===== src/rtl/i2p_pkg.sv =====
// ----------------------------------------------------------------------------
// i2p_pkg
// Token codes, result codes, microcode word layout and control program of
// the infix to postfix converter.
// ----------------------------------------------------------------------------
package i2p_pkg;

  // input token kinds
  localparam logic [1:0] TOK_NUM  = 2'd0;
  localparam logic [1:0] TOK_VAR  = 2'd1;
  localparam logic [1:0] TOK_FUNC = 2'd2;
  localparam logic [1:0] TOK_OPER = 2'd3;

  // operator codes
  localparam logic [2:0] OP_ADD  = 3'd0;
  localparam logic [2:0] OP_SUB  = 3'd1;
  localparam logic [2:0] OP_MUL  = 3'd2;
  localparam logic [2:0] OP_DIV  = 3'd3;
  localparam logic [2:0] OP_POW  = 3'd4;
  localparam logic [2:0] OP_LPAR = 3'd5;
  localparam logic [2:0] OP_RPAR = 3'd6;

  // highest valid function code
  localparam logic [3:0] FN_MAX = 4'd8;

  // result kinds
  localparam logic [2:0] KIND_NUM  = 3'd0;
  localparam logic [2:0] KIND_VAR  = 3'd1;
  localparam logic [2:0] KIND_OPER = 3'd2;
  localparam logic [2:0] KIND_FUNC = 3'd3;
  localparam logic [2:0] KIND_END  = 3'd4;

  // error codes
  localparam logic [1:0] ERR_NONE     = 2'd0;
  localparam logic [1:0] ERR_OVERFLOW = 2'd1;
  localparam logic [1:0] ERR_CLOSE    = 2'd2;
  localparam logic [1:0] ERR_OPEN     = 2'd3;

  // results per item are capped
  typedef logic [5:0] rcnt_t;
  localparam rcnt_t MAX_RESULTS = 6'd33;

  // stack entry: bit 4 marks a function, low bits hold the code
  typedef logic [4:0] entry_t;
  localparam int unsigned ENTRY_BITS = 5;

  typedef enum logic [2:0] {
    CLS_NONE,
    CLS_OPND,
    CLS_FUNC,
    CLS_BIN,
    CLS_LPAR,
    CLS_RPAR
  } cls_t;

  typedef enum logic [2:0] {
    C_ALWAYS,
    C_EMPTY,
    C_TOP_LPAR,
    C_TOP_FN,
    C_BIN_POPS,
    C_LAST
  } cond_t;

  typedef enum logic [3:0] {
    A_NONE,
    A_EMIT_IN,
    A_PUSH_FN,
    A_PUSH_OP,
    A_POP_EMIT,
    A_POP_DROP,
    A_POP_ERR3,
    A_ERR2,
    A_DONE,
    A_END
  } act_t;

  typedef logic [3:0] step_t;

  localparam step_t S_IDLE  = 4'd0;
  localparam step_t S_OPND  = 4'd1;
  localparam step_t S_FUNC  = 4'd2;
  localparam step_t S_BIN   = 4'd3;
  localparam step_t S_LPAR  = 4'd4;
  localparam step_t S_RPAR  = 4'd5;
  localparam step_t S_RPOP  = 4'd6;
  localparam step_t S_RFN   = 4'd7;
  localparam step_t S_TAIL  = 4'd8;
  localparam step_t S_FLUSH = 4'd9;
  localparam step_t S_FPOP  = 4'd10;
  localparam step_t S_END   = 4'd11;

  typedef struct packed {
    cond_t cond;
    act_t  act_hit;
    step_t step_hit;
    act_t  act_miss;
    step_t step_miss;
  } uword_t;

  typedef struct packed {
    logic idle;
    act_t act;
  } ctrl_t;

  typedef struct packed {
    cls_t in_cls;
    logic accept;
    logic empty;
    logic top_lpar;
    logic top_fn;
    logic bin_pops;
    logic last;
    logic hold;
  } stat_t;

  function automatic uword_t ucode(input step_t s);
    uword_t w;
    w = '{C_ALWAYS, A_NONE, S_IDLE, A_NONE, S_IDLE};
    case (s)
      S_IDLE:  w = '{C_ALWAYS,   A_NONE,     S_IDLE,  A_NONE,     S_IDLE};
      S_OPND:  w = '{C_ALWAYS,   A_EMIT_IN,  S_TAIL,  A_EMIT_IN,  S_TAIL};
      S_FUNC:  w = '{C_ALWAYS,   A_PUSH_FN,  S_TAIL,  A_PUSH_FN,  S_TAIL};
      S_BIN:   w = '{C_BIN_POPS, A_POP_EMIT, S_BIN,   A_PUSH_OP,  S_TAIL};
      S_LPAR:  w = '{C_ALWAYS,   A_PUSH_OP,  S_TAIL,  A_PUSH_OP,  S_TAIL};
      S_RPAR:  w = '{C_EMPTY,    A_ERR2,     S_TAIL,  A_NONE,     S_RPOP};
      S_RPOP:  w = '{C_TOP_LPAR, A_POP_DROP, S_RFN,   A_POP_EMIT, S_RPAR};
      S_RFN:   w = '{C_TOP_FN,   A_POP_EMIT, S_TAIL,  A_NONE,     S_TAIL};
      S_TAIL:  w = '{C_LAST,     A_NONE,     S_FLUSH, A_DONE,     S_IDLE};
      S_FLUSH: w = '{C_EMPTY,    A_NONE,     S_END,   A_NONE,     S_FPOP};
      S_FPOP:  w = '{C_TOP_LPAR, A_POP_ERR3, S_FLUSH, A_POP_EMIT, S_FLUSH};
      S_END:   w = '{C_ALWAYS,   A_END,      S_IDLE,  A_END,      S_IDLE};
      default: w = '{C_ALWAYS,   A_NONE,     S_IDLE,  A_NONE,     S_IDLE};
    endcase
    return w;
  endfunction

  function automatic step_t entry_step(input cls_t c);
    step_t s;
    case (c)
      CLS_OPND: s = S_OPND;
      CLS_FUNC: s = S_FUNC;
      CLS_BIN:  s = S_BIN;
      CLS_LPAR: s = S_LPAR;
      CLS_RPAR: s = S_RPAR;
      default:  s = S_TAIL;
    endcase
    return s;
  endfunction

endpackage


===== src/rtl/infix_to_postfix_converter.sv =====
// ----------------------------------------------------------------------------
// infix_to_postfix_converter
// Shunting-yard converter: one infix token per input item, postfix tokens
// out, driven by a microcoded sequencer over a RAM-based operator stack.
//
// Input channel in_*: valid/stall; one token per item, in_last on the final
// token of an expression. Output channel out_*: valid/stall; one postfix
// token per item, out_end_res on the final result of the expression, and
// out_error carrying the sticky error code at emission time (final result:
// error of the whole expression).
// Timing: the sequencer takes one item at a time and takes no new token
// until it has finished the last one. An operand is emitted; a function
// or '(' is pushed; a binary operator pops each entry that it yields to,
// then is pushed; ')' pops up to and including its '(', then a function
// below it. A last token then flushes the stack. One step of the control
// program runs per cycle unless a stalled output holds it, and each pop
// reads the stack RAM once. A result leaves the datapath one emission late,
// when the next one is produced or the item ends.
// Reset: stack emptied, error cleared, output invalid; no clearing pass.
// A stalled output holds its item; the sequencer waits in the step that
// needs the output register until it frees.
// ----------------------------------------------------------------------------
module infix_to_postfix_converter #(
  parameter int unsigned STACK_DEPTH = 32,
  parameter int unsigned HANDLE_BITS = 16
) (
  input  logic                   clk,
  input  logic                   rst_n,
  input  logic                   in_valid,
  output logic                   in_stall,
  input  logic [1:0]             in_func,
  input  logic [2:0]             in_op_code,
  input  logic [3:0]             in_fn_code,
  input  logic [HANDLE_BITS-1:0] in_operand,
  input  logic                   in_last,
  output logic                   out_valid,
  input  logic                   out_stall,
  output logic [2:0]             out_kind,
  output logic [2:0]             out_op,
  output logic [3:0]             out_fn,
  output logic [HANDLE_BITS-1:0] out_operand,
  output logic                   out_end_res,
  output logic [1:0]             out_error
);

  localparam int unsigned AW = $clog2(STACK_DEPTH);

  i2p_pkg::ctrl_t  ctrl;
  i2p_pkg::stat_t  stat;
  logic            ram_we;
  logic [AW-1:0]   ram_waddr;
  i2p_pkg::entry_t ram_wdata;
  logic [AW-1:0]   ram_raddr;
  i2p_pkg::entry_t ram_rdata;

  i2p_seq u_seq (
    .clk   (clk),
    .rst_n (rst_n),
    .stat  (stat),
    .ctrl  (ctrl)
  );

  i2p_dpath #(
    .STACK_DEPTH (STACK_DEPTH),
    .HANDLE_BITS (HANDLE_BITS)
  ) u_dpath (
    .clk         (clk),
    .rst_n       (rst_n),
    .ctrl        (ctrl),
    .stat        (stat),
    .in_valid    (in_valid),
    .in_stall    (in_stall),
    .in_func     (in_func),
    .in_op_code  (in_op_code),
    .in_fn_code  (in_fn_code),
    .in_operand  (in_operand),
    .in_last     (in_last),
    .out_valid   (out_valid),
    .out_stall   (out_stall),
    .out_kind    (out_kind),
    .out_op      (out_op),
    .out_fn      (out_fn),
    .out_operand (out_operand),
    .out_end_res (out_end_res),
    .out_error   (out_error),
    .ram_we      (ram_we),
    .ram_waddr   (ram_waddr),
    .ram_wdata   (ram_wdata),
    .ram_raddr   (ram_raddr),
    .ram_rdata   (ram_rdata)
  );

  i2p_ram #(
    .WIDTH (i2p_pkg::ENTRY_BITS),
    .DEPTH (STACK_DEPTH)
  ) u_stack (
    .clk   (clk),
    .we    (ram_we),
    .waddr (ram_waddr),
    .wdata (ram_wdata),
    .raddr (ram_raddr),
    .rdata (ram_rdata)
  );

endmodule


===== src/rtl/i2p_ram.sv =====
// ----------------------------------------------------------------------------
// i2p_ram
// Generic single-write, single-read RAM with registered read data.
// ----------------------------------------------------------------------------
module i2p_ram #(
  parameter int unsigned WIDTH = 5,
  parameter int unsigned DEPTH = 32
) (
  input  logic                     clk,
  input  logic                     we,
  input  logic [$clog2(DEPTH)-1:0] waddr,
  input  logic [WIDTH-1:0]         wdata,
  input  logic [$clog2(DEPTH)-1:0] raddr,
  output logic [WIDTH-1:0]         rdata
);

  logic [WIDTH-1:0] mem [DEPTH];

  always_ff @(posedge clk) begin
    if (we) begin
      mem[waddr] <= wdata;
    end
    rdata <= mem[raddr];
  end

endmodule


===== src/rtl/i2p_seq.sv =====
// ----------------------------------------------------------------------------
// i2p_seq
// Microcode sequencer: step counter, control store lookup and two-way
// conditional branch; issues one action per step to the datapath.
// ----------------------------------------------------------------------------
module i2p_seq (
  input  logic            clk,
  input  logic            rst_n,
  input  i2p_pkg::stat_t  stat,
  output i2p_pkg::ctrl_t  ctrl
);

  i2p_pkg::step_t  step_r;
  i2p_pkg::step_t  step_nxt;
  i2p_pkg::uword_t uw;
  logic            hit;

  assign uw = i2p_pkg::ucode(step_r);

  always_comb begin
    case (uw.cond)
      i2p_pkg::C_ALWAYS:   hit = 1'b1;
      i2p_pkg::C_EMPTY:    hit = stat.empty;
      i2p_pkg::C_TOP_LPAR: hit = stat.top_lpar;
      i2p_pkg::C_TOP_FN:   hit = stat.top_fn;
      i2p_pkg::C_BIN_POPS: hit = stat.bin_pops;
      i2p_pkg::C_LAST:     hit = stat.last;
      default:             hit = 1'b1;
    endcase
  end

  assign ctrl.idle = (step_r == i2p_pkg::S_IDLE);
  assign ctrl.act  = hit ? uw.act_hit : uw.act_miss;

  always_comb begin
    if (stat.accept) begin
      step_nxt = i2p_pkg::entry_step(stat.in_cls);
    end else if (stat.hold) begin
      step_nxt = step_r;
    end else begin
      step_nxt = hit ? uw.step_hit : uw.step_miss;
    end
  end

  always_ff @(posedge clk) begin
    if (!rst_n) begin
      step_r <= i2p_pkg::S_IDLE;
    end else begin
      step_r <= step_nxt;
    end
  end

endmodule


===== src/rtl/i2p_dpath.sv =====
// ----------------------------------------------------------------------------
// i2p_dpath
// Datapath: token register, operator stack control with cached top entry,
// sticky error, one-deep pending result and output register.
// ----------------------------------------------------------------------------
module i2p_dpath #(
  parameter int unsigned STACK_DEPTH = 32,
  parameter int unsigned HANDLE_BITS = 16
) (
  input  logic                            clk,
  input  logic                            rst_n,
  input  i2p_pkg::ctrl_t                  ctrl,
  output i2p_pkg::stat_t                  stat,
  input  logic                            in_valid,
  output logic                            in_stall,
  input  logic [1:0]                      in_func,
  input  logic [2:0]                      in_op_code,
  input  logic [3:0]                      in_fn_code,
  input  logic [HANDLE_BITS-1:0]          in_operand,
  input  logic                            in_last,
  output logic                            out_valid,
  input  logic                            out_stall,
  output logic [2:0]                      out_kind,
  output logic [2:0]                      out_op,
  output logic [3:0]                      out_fn,
  output logic [HANDLE_BITS-1:0]          out_operand,
  output logic                            out_end_res,
  output logic [1:0]                      out_error,
  output logic                            ram_we,
  output logic [$clog2(STACK_DEPTH)-1:0]  ram_waddr,
  output i2p_pkg::entry_t                 ram_wdata,
  output logic [$clog2(STACK_DEPTH)-1:0]  ram_raddr,
  input  i2p_pkg::entry_t                 ram_rdata
);

  localparam int unsigned AW = $clog2(STACK_DEPTH);
  localparam int unsigned CW = $clog2(STACK_DEPTH + 1);

  function automatic logic pops_for(input logic [2:0] t, input i2p_pkg::entry_t e);
    logic r;
    r = 1'b0;
    if (t == i2p_pkg::OP_ADD || t == i2p_pkg::OP_SUB) begin
      r = 1'b1;
    end else if (t == i2p_pkg::OP_MUL || t == i2p_pkg::OP_DIV) begin
      r = !e[4] && (e[2:0] == i2p_pkg::OP_MUL || e[2:0] == i2p_pkg::OP_DIV ||
                    e[2:0] == i2p_pkg::OP_POW) && !e[3];
    end
    return r;
  endfunction

  // token register
  logic [1:0]             func_r;
  logic [2:0]             op_r;
  logic [3:0]             fn_r;
  logic [HANDLE_BITS-1:0] hnd_r;
  logic                   last_r;

  // stack control
  logic [CW-1:0]          cnt_r, cnt_nxt;
  i2p_pkg::entry_t        top_r, top_nxt;
  logic [1:0]             err_r, err_nxt;

  // pending result
  logic                   pend_v_r, pend_v_nxt;
  logic [2:0]             pend_kind_r;
  logic [2:0]             pend_op_r;
  logic [3:0]             pend_fn_r;
  logic [HANDLE_BITS-1:0] pend_hnd_r;
  logic [1:0]             pend_err_r;
  i2p_pkg::rcnt_t         n_r, n_nxt;

  // output register
  logic                   out_valid_r, out_valid_nxt;
  logic [2:0]             out_kind_r;
  logic [2:0]             out_op_r;
  logic [3:0]             out_fn_r;
  logic [HANDLE_BITS-1:0] out_hnd_r;
  logic                   out_end_r;
  logic [1:0]             out_err_r;

  logic                   accept;
  i2p_pkg::cls_t          in_cls;
  logic                   empty;
  logic                   top_lpar;
  logic                   out_free;
  logic                   emit_ok;
  logic                   send;
  logic                   hold;
  logic                   go;
  logic                   is_in;
  i2p_pkg::entry_t        push_e;
  logic [2:0]             new_kind;
  logic [2:0]             new_op;
  logic [3:0]             new_fn;
  logic [HANDLE_BITS-1:0] new_hnd;

  assign accept   = in_valid && ctrl.idle;
  assign in_stall = !ctrl.idle;

  always_comb begin
    case (in_func)
      i2p_pkg::TOK_NUM,
      i2p_pkg::TOK_VAR:  in_cls = i2p_pkg::CLS_OPND;
      i2p_pkg::TOK_FUNC: in_cls = (in_fn_code <= i2p_pkg::FN_MAX) ?
                                  i2p_pkg::CLS_FUNC : i2p_pkg::CLS_NONE;
      default: begin
        case (in_op_code)
          i2p_pkg::OP_ADD,
          i2p_pkg::OP_SUB,
          i2p_pkg::OP_MUL,
          i2p_pkg::OP_DIV,
          i2p_pkg::OP_POW:  in_cls = i2p_pkg::CLS_BIN;
          i2p_pkg::OP_LPAR: in_cls = i2p_pkg::CLS_LPAR;
          i2p_pkg::OP_RPAR: in_cls = i2p_pkg::CLS_RPAR;
          default:          in_cls = i2p_pkg::CLS_NONE;
        endcase
      end
    endcase
  end

  assign empty    = (cnt_r == '0);
  assign top_lpar = !empty && (top_r == {2'b00, i2p_pkg::OP_LPAR});

  assign out_free = !out_valid_r || !out_stall;
  assign is_in    = (ctrl.act == i2p_pkg::A_EMIT_IN);
  assign emit_ok  = (is_in || ctrl.act == i2p_pkg::A_POP_EMIT) &&
                    (n_r < i2p_pkg::MAX_RESULTS);
  assign send     = ((emit_ok || ctrl.act == i2p_pkg::A_DONE) && pend_v_r) ||
                    (ctrl.act == i2p_pkg::A_END);
  assign hold     = send && !out_free;
  assign go       = !hold;

  assign stat.in_cls   = in_cls;
  assign stat.accept   = accept;
  assign stat.empty    = empty;
  assign stat.top_lpar = top_lpar;
  assign stat.top_fn   = !empty && top_r[4];
  assign stat.bin_pops = !empty && !top_lpar && pops_for(op_r, top_r);
  assign stat.last     = last_r;
  assign stat.hold     = hold;

  assign push_e   = (ctrl.act == i2p_pkg::A_PUSH_FN) ? {1'b1, fn_r} : {2'b00, op_r};
  assign new_kind = is_in ? {1'b0, func_r} :
                    (top_r[4] ? i2p_pkg::KIND_FUNC : i2p_pkg::KIND_OPER);
  assign new_op   = (!is_in && !top_r[4]) ? top_r[2:0] : 3'd0;
  assign new_fn   = (!is_in && top_r[4]) ? top_r[3:0] : 4'd0;
  assign new_hnd  = is_in ? hnd_r : '0;

  assign ram_waddr = cnt_r[AW-1:0];
  assign ram_wdata = push_e;
  assign ram_raddr = (cnt_nxt >= CW'(2)) ? AW'(cnt_nxt - CW'(2)) : '0;

  always_comb begin
    cnt_nxt    = cnt_r;
    top_nxt    = top_r;
    err_nxt    = err_r;
    pend_v_nxt = pend_v_r;
    n_nxt      = n_r;
    ram_we     = 1'b0;
    if (go) begin
      case (ctrl.act)
        i2p_pkg::A_PUSH_FN,
        i2p_pkg::A_PUSH_OP: begin
          if (cnt_r == CW'(STACK_DEPTH)) begin
            if (err_r == i2p_pkg::ERR_NONE) begin
              err_nxt = i2p_pkg::ERR_OVERFLOW;
            end
          end else begin
            ram_we  = 1'b1;
            cnt_nxt = cnt_r + CW'(1);
            top_nxt = push_e;
          end
        end
        i2p_pkg::A_POP_EMIT,
        i2p_pkg::A_POP_DROP: begin
          cnt_nxt = cnt_r - CW'(1);
          top_nxt = ram_rdata;
        end
        i2p_pkg::A_POP_ERR3: begin
          cnt_nxt = cnt_r - CW'(1);
          top_nxt = ram_rdata;
          if (err_r == i2p_pkg::ERR_NONE) begin
            err_nxt = i2p_pkg::ERR_OPEN;
          end
        end
        i2p_pkg::A_ERR2: begin
          if (err_r == i2p_pkg::ERR_NONE) begin
            err_nxt = i2p_pkg::ERR_CLOSE;
          end
        end
        i2p_pkg::A_DONE: begin
          pend_v_nxt = 1'b0;
          n_nxt      = '0;
        end
        i2p_pkg::A_END: begin
          pend_v_nxt = 1'b0;
          n_nxt      = '0;
          err_nxt    = i2p_pkg::ERR_NONE;
          cnt_nxt    = '0;
        end
        default: begin
        end
      endcase
      if (emit_ok) begin
        pend_v_nxt = 1'b1;
        n_nxt      = n_r + i2p_pkg::rcnt_t'(1);
      end
    end
  end

  assign out_valid_nxt = (send && go) ? 1'b1 : (out_valid_r && out_stall);

  always_ff @(posedge clk) begin
    if (!rst_n) begin
      cnt_r       <= '0;
      err_r       <= i2p_pkg::ERR_NONE;
      pend_v_r    <= 1'b0;
      n_r         <= '0;
      out_valid_r <= 1'b0;
    end else begin
      cnt_r       <= cnt_nxt;
      err_r       <= err_nxt;
      pend_v_r    <= pend_v_nxt;
      n_r         <= n_nxt;
      out_valid_r <= out_valid_nxt;
    end
  end

  always_ff @(posedge clk) begin
    top_r <= top_nxt;
    if (accept) begin
      func_r <= in_func;
      op_r   <= in_op_code;
      fn_r   <= in_fn_code;
      hnd_r  <= in_operand;
      last_r <= in_last;
    end
    if (go && emit_ok) begin
      pend_kind_r <= new_kind;
      pend_op_r   <= new_op;
      pend_fn_r   <= new_fn;
      pend_hnd_r  <= new_hnd;
      pend_err_r  <= err_r;
    end
    if (go && send) begin
      if (ctrl.act == i2p_pkg::A_END && !pend_v_r) begin
        out_kind_r <= i2p_pkg::KIND_END;
        out_op_r   <= 3'd0;
        out_fn_r   <= 4'd0;
        out_hnd_r  <= '0;
      end else begin
        out_kind_r <= pend_kind_r;
        out_op_r   <= pend_op_r;
        out_fn_r   <= pend_fn_r;
        out_hnd_r  <= pend_hnd_r;
      end
      out_end_r <= (ctrl.act == i2p_pkg::A_END);
      out_err_r <= (ctrl.act == i2p_pkg::A_END) ? err_r : pend_err_r;
    end
  end

  assign out_valid   = out_valid_r;
  assign out_kind    = out_kind_r;
  assign out_op      = out_op_r;
  assign out_fn      = out_fn_r;
  assign out_operand = out_hnd_r;
  assign out_end_res = out_end_r;
  assign out_error   = out_err_r;

endmodule


===== config.mk =====
export PLATFORM = sky130hd
export DESIGN_NAME = infix_to_postfix_converter
export DESIGN_NICKNAME = d
export VERILOG_FILES = /design/src/rtl/i2p_pkg.sv /design/src/rtl/infix_to_postfix_converter.sv /design/src/rtl/i2p_ram.sv /design/src/rtl/i2p_seq.sv /design/src/rtl/i2p_dpath.sv
export SDC_FILE = /design/constraint.sdc
export NUM_CORES = 1
export LEC_CHECK = 0
export ABC_AREA = 1
export BUFFER_PORTS_ARGS = -buffer_cell sky130_fd_sc_hd__buf_2
export CORE_MARGIN = 4
export CORE_UTILIZATION = 65
export CTS_CLUSTER_DIAMETER = 50
export DETAILED_ROUTE_END_ITERATION = 6
export GPL_TIMING_DRIVEN = 1
export PLACE_DENSITY = 0.84
export SLEW_MARGIN = 10
export SYNTH_ARGS = -nofsm -noshare
export SYNTH_HDL_FRONTEND = slang
export SYNTH_HIERARCHICAL = 1
export SYNTH_SLANG_ARGS = --single-unit

===== constraint.sdc =====
create_clock -name clk -period 7.68 [get_ports clk]
set_clock_uncertainty 0.05 [all_clocks]
set_input_delay 0.768 -clock clk [delete_from_list [all_inputs] [get_ports clk]]
set_output_delay 0.768 -clock clk [all_outputs]
set_load 0.01 [all_outputs]

==> metrics.txt <==
CTS clock-pin slew for the worst setup and hold paths 0.06 ns; synthesized area 12800 um2; Worst R2R Start u_dpath/cnt_r[0]$_SDFF_PN0_; path type of the worst setup path flip-flop to flip-flop; synthesized net count between 1000 and 1500; routability congestion estimate 0.874; antenna violations before repair 0; DRC 3; Hold Fails Final Rpt 0; hold_sp in_operand[11]; critical path arrival around 6.7 ns; row count 51; Async SR Flop Fraction 0; status finished with violations; vias in the first global route 8543; Distinct cells, synth 43; #FFs+latches synth 290; R2R cell count 29; CP peak stage delay 0.77 ns; postcts setup bufs 0; Hold Path Cell Cnt 1; H-tree Lvls 1; TNS Setup 0 ns; Starting DRT DRC Count roughly 840; Synth Instances around 1200; Achievable Freq ~160 MHz; CTS Root Cell clkbuf_16; crit-path max FO 21; First-pass DRT Iterations 7; # fillers between 1000 and 1500; Max Slew Vio Count 0; Final Critical Period roughly 6.3 ns; Final Net Count 1328; hold_buf cts 0; Crit path top cell by count nand2_1; unrepaired setup endpoints after global routing false; startpoint types flip-flop; WL per Instance between 15 and 20 um; largest net degree at the start of global routing 81; placed wire-length estimate 17000 um; Die Y 148 um; Skew-Pair Late Insertion Delay 0.53 ns; routed vias roughly 8900; layout cells sized above 1 0.129; Core Region 19400 um2; failing checks DRC; CTS tree built; sequential share of the synthesized area 0.647; P&R area growth vs syn 9.88%; maxcap violations 0; Die W 148 um; Final setup viols 0; post-CTS resize count 0; routed vias/inst between 5 and 6; IO buf count 60; I/O pins 61; worst-margin pin slew just over 1 ns; Most used DFF post-synth edfxtp_1; starting density of the core 0.659; die area 22000 um2; post-route ant nets 0; total clock buffers created by CTS 29; Min-Delay Path Class input pin to flip-flop; gr usage total 0.246; global route overflow 0; CP Data Required Time 8.06 ns; Post-synth EDFFs 247; fin crit share 0.820; clock sink total 290; Avg Inst Size Synth approximately 10 um2; element type at the critical path end flip-flop; Bufs on Longest Clock Path 3; Rel. slew slack 0.310; Worst Setup SP u_dpath/cnt_r[0]$_SDFF_PN0_; WL final 26900 um; ANT cells 0; Synthesis Warnings 6; first-pass GRT wire length 42900 um; Slowest cell on crit path nor2_2
-- worst max-delay path, delay by kind of cell, from the launching register on --
family	cells	cell delay, ns
AO/OA/AOI/OAI	2	0.20
AND/OR/NAND/NOR	22	3.92
adder cells (fa/ha/maj)	2	0.60
flip-flops	1	0.47
buffers and inverters	3	0.91
-- final cells by class --
type                    instances  area (um2)  area share
flip-flops and latches        290        8280       0.589
multi-input cells             780        3710       0.264
clock buffers                  45         836      0.0595
inverters                     117         449      0.0320
repair buffers                 67         353      0.0251
well taps                     265         332      0.0236
clock inverters                 8        96.3     0.00685
-- synth_stat cells (all sizes together), types with 3 or more instances --
master | n | area, um2
a21oi | 19 | 114
a31oi | 5 | 31.3
buf | 44 | 332
clkbuf | 11 | 42.5
dfxtp | 43 | 861
edfxtp | 247 | 7420
ha | 13 | 163
inv | 115 | 437
nand2 | 403 | 1600
nand3 | 182 | 976
nand4 | 20 | 140
nor2 | 102 | 432
o21ai | 19 | 106
or2 | 3 | 18.8
xnor2 | 3 | 26.3
-- stage by stage --
| stage | std cells | setup slack [ns] | cell area [um2] | hold WS, ns | util |
|---|---|---|---|---|---|
| 3_5_place_dp | 1519 | 1.59 | 13100 | 0.431 | 0.677 |
| 6_report | 1572 | 1.39 | 14100 | 0.356 | 0.725 |
| 4_1_cts | 1572 | 1.58 | 14100 | 0.342 | 0.725 |
| 2_1_floorplan | 1242 | 3.05 | 12800 | 0.398 | - |
| 5_1_grt | 1572 | 0.884 | 14100 | 0.337 | 0.725 |
| 3_3_place_gp | 1519 | 1.76 | 13100 | 0.426 | 0.677 |
-- metal layers --
metal  wire length (um)  global-route usage  vias up
li1                   -                   -     4227
met1              10700               0.333     4194
met2              13100               0.406      404
met3               2360              0.0481       64
met4                783              0.0804        0
met5                  0                   0        -
-- state kept, by name, indices dropped and copies added (netlist names), 2 cells and up --
register / cells
u_seq/step_r: 4
u_dpath/out_operand: 16
u_dpath/fn_r: 4
u_dpath/pend_err_r: 2
u_stack/rdata: 5
u_dpath/n_r: 6
u_dpath/out_op: 3
u_stack/mem: 160
u_dpath/top_r: 5
u_dpath/out_fn: 4
u_dpath/op_r: 3
u_dpath/pend_op_r: 3
u_dpath/out_kind: 3
u_dpath/hnd_r: 16
u_dpath/pend_kind_r: 2
u_dpath/cnt_r: 6
u_dpath/pend_hnd_r: 16
u_seq/uw: 18
u_dpath/func_r: 2
u_dpath/err_r: 2
u_dpath/pend_fn_r: 4
u_dpath/out_error: 2
-- cell usage in the layout (no fill, tap or decap), drive strengths merged --
master  netlist  final
nand2       403    403
edfxtp      247    247
nand3       182    182
inv         115    116
nor2        102    102
buf          44     67
clkbuf       11     45
dfxtp        43     43
nand4        20     20
a21oi        19     19
o21ai        19     19
ha           13     13
clkinv        2      7
a31oi         5      5
xnor2         3      3
or2           3      3
bufinv        0      2
nand3b        2      2
xor2          2      2
nor4          2      2
nor3          2      2
a211oi        1      1
or3           1      1
o211ai        1      1
-- final timing paths --
| kind | end | slack (ns) |
|---|---|---|
| hold / removal | u_dpath/hnd_r[11]$_DFFE_PP_ | 0.36 |
| setup reg to reg | u_stack/rdata[4]$_DFF_P_ | 1.39 |
| setup / recovery | u_stack/rdata[4]$_DFF_P_ | 1.39 |
| hold reg to reg | u_dpath/pend_err_r[0]$_DFFE_PP_ | 0.45 |
-- kinds of logic after synthesis --
kind of cell,Yosys count,synth area share
AO/OA/AOI/OAI,45,0.0208
buffers and inverters,172,0.0644
adder cells (fa/ha/maj),13,0.0127
AND/OR/NAND/NOR,717,0.252
XOR/XNOR,5,0.00342
flip-flops,290,0.647
Power is not shown: default switching activity piles up to over one toggle a cycle in this logic, so the estimate is an artifact.
